**config.mk**
```make
export PLATFORM = sky130hd
export DESIGN_NAME = fan_stall_supervisor_unit_flat
export DESIGN_NICKNAME = d
export VERILOG_FILES = /design/src/rtl/fss_pkg.sv /design/src/rtl/fss_if.sv /design/src/rtl/fss_cfg_regs.sv /design/src/rtl/fss_core.sv /design/src/rtl/fan_stall_supervisor_unit.sv /design/src/flat_wrapper.sv
export SDC_FILE = /design/constraint.sdc
export NUM_CORES = 1
export LEC_CHECK = 0
export BUFFER_PORTS_ARGS = -buffer_cell sky130_fd_sc_hd__buf_4
export CAP_MARGIN = 40
export CORE_AREA = 2 2 172 174
export DETAILED_ROUTE_END_ITERATION = 12
export DIE_AREA = 0 0 174 176
export SETUP_SLACK_MARGIN = 0.3
export SLEW_MARGIN = 10
export SYNTH_ARGS = -nofsm -noshare
export SYNTH_HDL_FRONTEND = slang
export SYNTH_SLANG_ARGS = --single-unit
```
**constraint.sdc**
```tcl
create_clock -name clk -period 6.25 [get_ports clk]
set_clock_uncertainty 0.05 [all_clocks]
set_input_delay 0.3125 -clock clk [delete_from_list [all_inputs] [get_ports clk]]
set_output_delay 0.3125 -clock clk [all_outputs]
set_load 0.01 [all_outputs]
```
**src/rtl/fss_pkg.sv**
```systemverilog
// Shared types and constants of the fan stall supervisor.
// No dependencies.
package fss_pkg;

	localparam int unsigned CFG_IDX_W  = 1;
	localparam int unsigned CFG_DATA_W = 32;

	localparam logic [CFG_IDX_W-1:0] REG_STALL_TIMEOUT = 1'b0;
	localparam logic [CFG_IDX_W-1:0] REG_CUTOFF_DELAY  = 1'b1;

	localparam logic [31:0] TIMEOUT_RESET = 32'd2000;
	localparam logic [31:0] CUTOFF_RESET  = 32'd5000;

	localparam logic OP_STEP  = 1'b0;
	localparam logic OP_CLEAR = 1'b1;

	localparam logic [7:0] PCT_MAX = 8'd100;

	typedef struct packed {
		logic        operation;
		logic        power_on_request;
		logic [7:0]  speed_request;
		logic [15:0] pulse_count;
		logic [15:0] step_ms;
	} req_t;

	typedef struct packed {
		logic       power_enable;
		logic [6:0] applied_speed;
		logic       fault_new;
	} rsp_t;

	typedef struct packed {
		logic [31:0] stall_timeout;
		logic [31:0] cutoff_delay;
	} cfg_t;

endpackage

```
**src/rtl/fss_if.sv**
```systemverilog
// Request and result channel interfaces of the fan stall supervisor.
// No dependencies.
interface fss_req_if;
	logic        valid;
	logic        ready;
	logic        operation;
	logic        power_on_request;
	logic [7:0]  speed_request;
	logic [15:0] pulse_count;
	logic [15:0] step_ms;

	modport source(output valid, operation, power_on_request, speed_request, pulse_count,
		step_ms, input ready);
	modport sink(input valid, operation, power_on_request, speed_request, pulse_count,
		step_ms, output ready);
endinterface

interface fss_rsp_if;
	logic       valid;
	logic       ready;
	logic       power_enable;
	logic [6:0] applied_speed;
	logic       fault_new;

	modport source(output valid, power_enable, applied_speed, fault_new, input ready);
	modport sink(input valid, power_enable, applied_speed, fault_new, output ready);
endinterface

```
**src/rtl/fss_cfg_regs.sv**
```systemverilog
// Configuration registers: stall timeout and cutoff delay.
// Depends on fss_pkg.
module fss_cfg_regs (
	input  logic                             clk,
	input  logic                             arst_n,
	input  logic                             cfg_we,
	input  logic [fss_pkg::CFG_IDX_W-1:0]    cfg_index,
	input  logic [fss_pkg::CFG_DATA_W-1:0]   cfg_wdata,
	output fss_pkg::cfg_t                    cfg
);

	fss_pkg::cfg_t cfg_q;

	always_ff @(posedge clk or negedge arst_n) begin
		if (!arst_n) begin
			cfg_q.stall_timeout <= fss_pkg::TIMEOUT_RESET;
			cfg_q.cutoff_delay  <= fss_pkg::CUTOFF_RESET;
		end else if (cfg_we) begin
			unique case (cfg_index)
				fss_pkg::REG_STALL_TIMEOUT: cfg_q.stall_timeout <= cfg_wdata;
				fss_pkg::REG_CUTOFF_DELAY:  cfg_q.cutoff_delay  <= cfg_wdata;
				default: ;
			endcase
		end
	end

	assign cfg = cfg_q;

endmodule

```
**src/rtl/fss_core.sv**
```systemverilog
// Stall watchdog state and per-request result logic.
// Depends on fss_pkg.
module fss_core (
	input  logic          clk,
	input  logic          arst_n,
	input  logic          en,
	input  fss_pkg::req_t req,
	input  fss_pkg::cfg_t cfg,
	output fss_pkg::rsp_t rsp
);

	logic        fault_q;
	logic [31:0] cutoff_left_q;
	logic [31:0] stall_elapsed_q;

	logic        fault_d;
	logic [31:0] cutoff_left_d;
	logic [31:0] stall_elapsed_d;

	logic [6:0]  pct;
	logic [32:0] stall_sum;
	logic [31:0] stall_sat;
	logic [31:0] dt_ext;

	assign pct       = (req.speed_request > fss_pkg::PCT_MAX) ? fss_pkg::PCT_MAX[6:0]
		: req.speed_request[6:0];
	assign dt_ext    = {16'd0, req.step_ms};
	assign stall_sum = {1'b0, stall_elapsed_q} + {1'b0, dt_ext};
	assign stall_sat = stall_sum[32] ? '1 : stall_sum[31:0];

	always_comb begin
		fault_d         = fault_q;
		cutoff_left_d   = cutoff_left_q;
		stall_elapsed_d = stall_elapsed_q;
		rsp             = '0;
		if (req.operation == fss_pkg::OP_CLEAR) begin
			fault_d         = 1'b0;
			cutoff_left_d   = '0;
			stall_elapsed_d = '0;
		end else if (fault_q) begin
			if (cutoff_left_q > dt_ext) begin
				cutoff_left_d    = cutoff_left_q - dt_ext;
				rsp.power_enable = 1'b1;
			end else begin
				cutoff_left_d = '0;
			end
		end else if (!req.power_on_request) begin
			stall_elapsed_d = '0;
		end else begin
			rsp.power_enable  = 1'b1;
			rsp.applied_speed = pct;
			if (pct == 7'd0 || req.pulse_count != 16'd0) begin
				stall_elapsed_d = '0;
			end else begin
				stall_elapsed_d = stall_sat;
				if (stall_sat >= cfg.stall_timeout) begin
					fault_d           = 1'b1;
					cutoff_left_d     = cfg.cutoff_delay;
					rsp.applied_speed = '0;
					rsp.fault_new     = 1'b1;
				end
			end
		end
	end

	always_ff @(posedge clk or negedge arst_n) begin
		if (!arst_n) begin
			fault_q         <= 1'b0;
			cutoff_left_q   <= '0;
			stall_elapsed_q <= '0;
		end else if (en) begin
			fault_q         <= fault_d;
			cutoff_left_q   <= cutoff_left_d;
			stall_elapsed_q <= stall_elapsed_d;
		end
	end

endmodule

```
**src/rtl/fan_stall_supervisor_unit.sv**
```systemverilog
// Fan stall supervisor: stall watchdog for a tach-monitored fan.
// Request channel (req) carries one time step or a clear; result channel (rsp)
// returns power enable, applied speed percent and a new-fault flag, one result
// per request, in order.
// Both channels are valid/ready; a transfer happens when both are high.
// Configuration: cfg_we with cfg_index 0 writes the stall timeout, index 1 the
// cutoff delay (both in ms); write only while no request is in flight.
// Pipeline: a taken request waits in the input register (req_s1); its result is
// registered into the result register (rsp_q) when rsp can advance.
// Throughput: one request per cycle while rsp is not stalled; the watchdog state
// updates through a 33-bit saturating add and a 32-bit compare.
// Reset: watchdog state cleared, timeout 2000 ms, cutoff delay 5000 ms, no
// result pending.
// When rsp stalls, the result register holds and one further request waits in
// the input register; req.ready drops only when both are full.
// Depends on fss_pkg, fss_if, fss_cfg_regs and fss_core.
module fan_stall_supervisor_unit (
	input  logic                           clk,
	input  logic                           arst_n,
	input  logic                           cfg_we,
	input  logic [fss_pkg::CFG_IDX_W-1:0]  cfg_index,
	input  logic [fss_pkg::CFG_DATA_W-1:0] cfg_wdata,
	fss_req_if.sink                        req,
	fss_rsp_if.source                      rsp
);

	fss_pkg::cfg_t cfg;
	fss_pkg::req_t req_s1;
	fss_pkg::rsp_t rsp_comb;
	fss_pkg::rsp_t rsp_q;
	logic          valid_s1;
	logic          rsp_valid_q;
	logic          advance;
	logic          fire;

	assign advance   = !rsp_valid_q || rsp.ready;
	assign fire      = valid_s1 && advance;
	assign req.ready = !valid_s1 || advance;

	fss_cfg_regs u_cfg (
		.clk       (clk),
		.arst_n    (arst_n),
		.cfg_we    (cfg_we),
		.cfg_index (cfg_index),
		.cfg_wdata (cfg_wdata),
		.cfg       (cfg)
	);

	fss_core u_core (
		.clk    (clk),
		.arst_n (arst_n),
		.en     (fire),
		.req    (req_s1),
		.cfg    (cfg),
		.rsp    (rsp_comb)
	);

	always_ff @(posedge clk or negedge arst_n) begin
		if (!arst_n) begin
			valid_s1    <= 1'b0;
			rsp_valid_q <= 1'b0;
		end else begin
			if (req.ready) begin
				valid_s1 <= req.valid;
			end
			if (advance) begin
				rsp_valid_q <= valid_s1;
			end
		end
	end

	always_ff @(posedge clk) begin
		if (req.valid && req.ready) begin
			req_s1.operation        <= req.operation;
			req_s1.power_on_request <= req.power_on_request;
			req_s1.speed_request    <= req.speed_request;
			req_s1.pulse_count      <= req.pulse_count;
			req_s1.step_ms          <= req.step_ms;
		end
		if (fire) begin
			rsp_q <= rsp_comb;
		end
	end

	assign rsp.valid         = rsp_valid_q;
	assign rsp.power_enable  = rsp_q.power_enable;
	assign rsp.applied_speed = rsp_q.applied_speed;
	assign rsp.fault_new     = rsp_q.fault_new;

endmodule

```
**src/flat_wrapper.sv**
```systemverilog
// flat-port wrapper written by rule: the top's interface ports become plain ports
module fan_stall_supervisor_unit_flat 
  (clk, arst_n, cfg_we, cfg_index, cfg_wdata, req_valid, req_operation, req_power_on_request, req_speed_request, req_pulse_count, req_step_ms, req_ready, rsp_valid, rsp_power_enable, rsp_applied_speed, rsp_fault_new, rsp_ready);
  fss_req_if req_i ();
  fss_rsp_if rsp_i ();
  input  logic clk;
  input  logic arst_n;
  input  logic cfg_we;
  input  logic [fss_pkg::CFG_IDX_W-1:0] cfg_index;
  input  logic [fss_pkg::CFG_DATA_W-1:0] cfg_wdata;
  input wire logic [$bits(req_i.valid)-1:0] req_valid;
  input wire logic [$bits(req_i.operation)-1:0] req_operation;
  input wire logic [$bits(req_i.power_on_request)-1:0] req_power_on_request;
  input wire logic [$bits(req_i.speed_request)-1:0] req_speed_request;
  input wire logic [$bits(req_i.pulse_count)-1:0] req_pulse_count;
  input wire logic [$bits(req_i.step_ms)-1:0] req_step_ms;
  output wire logic [$bits(req_i.ready)-1:0] req_ready;
  output wire logic [$bits(rsp_i.valid)-1:0] rsp_valid;
  output wire logic [$bits(rsp_i.power_enable)-1:0] rsp_power_enable;
  output wire logic [$bits(rsp_i.applied_speed)-1:0] rsp_applied_speed;
  output wire logic [$bits(rsp_i.fault_new)-1:0] rsp_fault_new;
  input wire logic [$bits(rsp_i.ready)-1:0] rsp_ready;
  assign req_i.valid = req_valid;
  assign req_i.operation = req_operation;
  assign req_i.power_on_request = req_power_on_request;
  assign req_i.speed_request = req_speed_request;
  assign req_i.pulse_count = req_pulse_count;
  assign req_i.step_ms = req_step_ms;
  assign req_ready = req_i.ready;
  assign rsp_valid = rsp_i.valid;
  assign rsp_power_enable = rsp_i.power_enable;
  assign rsp_applied_speed = rsp_i.applied_speed;
  assign rsp_fault_new = rsp_i.fault_new;
  assign rsp_i.ready = rsp_ready;
  fan_stall_supervisor_unit u_core (.clk(clk), .arst_n(arst_n), .cfg_we(cfg_we), .cfg_index(cfg_index), .cfg_wdata(cfg_wdata), .req(req_i), .rsp(rsp_i));
endmodule
```
==> metrics.md <==
| Metric | Value |
|---|---|
| # diodes | 0 |
| Skew-Pair Late Insertion Delay | 440 ps |
| Post-Place Cells | 1,485 |
| Area growth syn-to-layout | 21.5% |
| Async SR Flop Fraction | 0.720 |
| Top post-synthesis cells by area | dfrtp_1, edfxtp_1, ha_1 |
| CTS buffer count | 17 |
| Final worst path period need | 5380 ps |
| RSZ-0062 raised after global routing | no |
| Worst EP required | 6530 ps |
| Avg Inst Size Synth | 10.1 sq um |
| Wire length per cell | 18.4 microns |
| Core area | 28,500 sq um |
| Number of synthesized flops with an enable pin | 51 |
| Peak supply drop | 179 uV |
| CP Max Fanout | 19 |
| Site row count | 62 |
| Mapped Cells | 1,040 |
| Final non-filler cell total | 1,560 |
| I/O Buffers | 90 |
| Drt pass-1 iters | 5 |
| HP Class | input pin to flop |
| Endpoints failing setup | 0 |
| Outcome | finished clean |
| Filler cell count | 2,749 |
| Final hold vios | 0 |
| Clk slew on worst S/H paths | 70 ps |
| RD Place Congestion | 0.875 |
| Die X | 174 microns |
| Total wire length | 28,700 microns |
| Least-Margin Pin Slew | 952 ps |
| Fmax | 186 MHz |
| Power per cell area | 275 nW/um^2 |
| Setup TNS | 0 ps |
| Placed cell areas | 11,700 sq um |
| Initial antenna violation count | 0 |
| Buffer depth of the longest clock path | 2 |
| Area leader, netlist | dfrtp_1 |
| Tcrit/Tclk final | 0.860 |
| CTS tree | built |
| Residual DRC | 0 |
| Die area | 30,600 sq um |
| Max-cap viol count | 0 |
| Sequential element share of the synthesized area | 0.460 |
| Critical path class | flop to flop |
| Layout cells sized above 1 | 0.190 |
| H-tree lvl count | 4 |
| Antenna viol nets, final | 0 |
| Remaining Overflow, GRT | 0 |
| Height of the die | 176 microns |
| Reg area | 4820 sq um |
| Fin. max-slew vios | 0 |
| Post-route cell area | 12,700 sq um |
| Multi-input logic area | 5180 sq um |
| # nets final | 1,309 |
| Hpwl dp | 20,900 microns |
| Yosys reg bits | 182 |
| Normalized max-slew margin | 0.349 |
| CP Data Arrival Time | 5650 ps |
| I/O pin cnt | 91 |
| Synth top area share | 0.287 |
| GR Util All Layers | 0.192 |
| CP startpoint kind | flop |
| Via count | 8,510 |
| Post-DR vias/cell | 5.46 |
| Leakage | 5.58 nW |
| Worst hold margin | 27.1 ps |
| # clock sinks | 182 |
| Vias in the first global route | 8,410 |
| Worst setup EP type | flop |
| Commonest non-fill, non-tap cell in the layout | dfrtp_1 |
| CTS root buf | clkbuf_16 |
| Mapped Area | 10,500 sq um |
| Most frequent cells in the layout | dfrtp_1, nand2_1, buf_4 |
| Mapped Nets | 1,186 |
| First-pass GRT wire length | 46,200 microns |
| Initial Utilization | 0.367 |
| Main flop type after synthesis | dfrtp_1 |
| DR iter-0 viols | 719 |
| Yosys warning total | 0 |
| Yosys cell types | 80 |
| Largest net degree at the start of global routing | 66 |
[cell families (layout without fill, tap and decap cells)]
family                   after synthesis  in the layout  share of synthesized area
AO/OA/AOI/OAI                        299            299                      0.197
multiplexers                          48             48                     0.0537
XOR/XNOR                              31             31                     0.0259
adder cells (fa/ha/maj)               66             66                     0.0802
flip-flops                           182            182                      0.460
AND/OR/NAND/NOR                      287            287                      0.135
buffers and inverters                127            263                     0.0473
[sequential cells by signal (all words and copies together), names as in the netlist]
signal and count:
u_core.req_s1 42, u_core.rsp.applied_speed 7, u_core.rsp.fault_new 1, u_core.rsp.power_enable 1, u_core.rsp.valid 1, u_core.u_cfg.cfg 64
u_core.u_core.cutoff_left_q 32, u_core.u_core.fault_q 1, u_core.u_core.stall_elapsed_q 32, u_core.valid_s1 1
[report_power, final]
group | total (W) | internal, W | switching, W
sequential | 0.00147 | 0.00137 | 0.0000945
combinational | 0.000866 | 0.000374 | 0.000492
clock | 0.00116 | 0.000665 | 0.000497
total | 0.00350 | 0.00241 | 0.00108
[routing by layer]
| layer | routed length, microns | global-route usage |
|---|---|---|
| met3 | 979 | 0.0254 |
| met2 | 13200 | 0.307 |
| met5 | 0 | 0 |
| met1 | 13700 | 0.265 |
| met4 | 841 | 0.0763 |
[critical path: stages (launching register included)]
cell and delay [ps]:
edfxtp_1 410, ha_1 230, fa_1 410, a21oi_1 330, o21ai_1 190, a221oi_2 360, o21ai_1 190, nand3_2 270
buf_4 290, nand2_1 130, ha_1 310, and4_1 200, o21ai_0 100, o311a_1 380, a21oi_1 310, o2111ai_2 130
buf_4 240, nand2_1 80, buf_4 250, mux2_2 360
[cell type report]
| class | instances | share of cell area |
|---|---|---|
| clock buffer | 20 | 0.0393 |
| sequential | 182 | 0.379 |
| inverter | 78 | 0.0230 |
| tap | 384 | 0.0377 |
| timing repair buffer | 153 | 0.103 |
| multi-input combinational | 731 | 0.407 |
| clock inverter | 12 | 0.0106 |
[cells in the mapped netlist, drive strengths merged (6+ instances only)]
library cell  count
a31oi             9
o31ai             9
nor3             20
ha               64
a211oi            8
buf              11
mux2             45
dfstp            11
a21oi            53
a22o             18
or3               9
nor2             48
o21ai            84
a22oi            15
nand2           110
nand2b            9
nor4             11
dfrtp           120
a2111oi           8
inv              78
a32oi             8
xnor2            18
nand3            28
nor2b             6
a21o             13
and3              7
a221o             6
edfxtp           51
xor2             13
clkbuf           38
o22ai             8
and4              6
o21a              8
nand4            13
[worst paths after layout]
| kind | start | endpoint | slack (ps) | cells after the start |
|---|---|---|---|---|
| min reg2reg | u_core.valid_s1$_DFFE_PN0N_ | u_core.rsp.valid$_DFFE_PN0P_ | 440 | 1 |
| min in group asynchronous | arst_n | u_core.u_core.stall_elapsed_q[4]$_DFFE_PN0P_ | 360 | 2 |
| max reg2reg | u_core.req_s1[0]$_DFFE_PP_ | u_core.u_core.cutoff_left_q[2]$_DFFE_PN0P_ | 870 | 19 |
| min | req_valid | u_core.valid_s1$_DFFE_PN0N_ | 30 | 2 |
| max in group asynchronous | arst_n | u_core.u_cfg.cfg[60]$_DFFE_PN0P_ | 4710 | 4 |
| max | u_core.req_s1[0]$_DFFE_PP_ | u_core.u_core.cutoff_left_q[2]$_DFFE_PN0P_ | 870 | 19 |
[what timing repair did]
action,4_1_cts,5_1_grt
setup buffers,0,0
gates resized for setup,0,2
hold endpoints to repair,93,2
setup endpoints to repair,0,22
hold buffers,41,2
[per-stage QoR]
step | utilization | setup WS, ps | total power, W
6_report | 0.446 | 875 | 0.00350
5_1_grt | 0.446 | 499 | 0.00369
4_1_cts | 0.445 | 635 | 0.00352
3_5_place_dp | 0.408 | 645 | 0.00233
3_3_place_gp | 0.405 | 763 | 0.00231
2_1_floorplan | - | 1350 | 0.00206
Power figures use the tool's default switching activity.
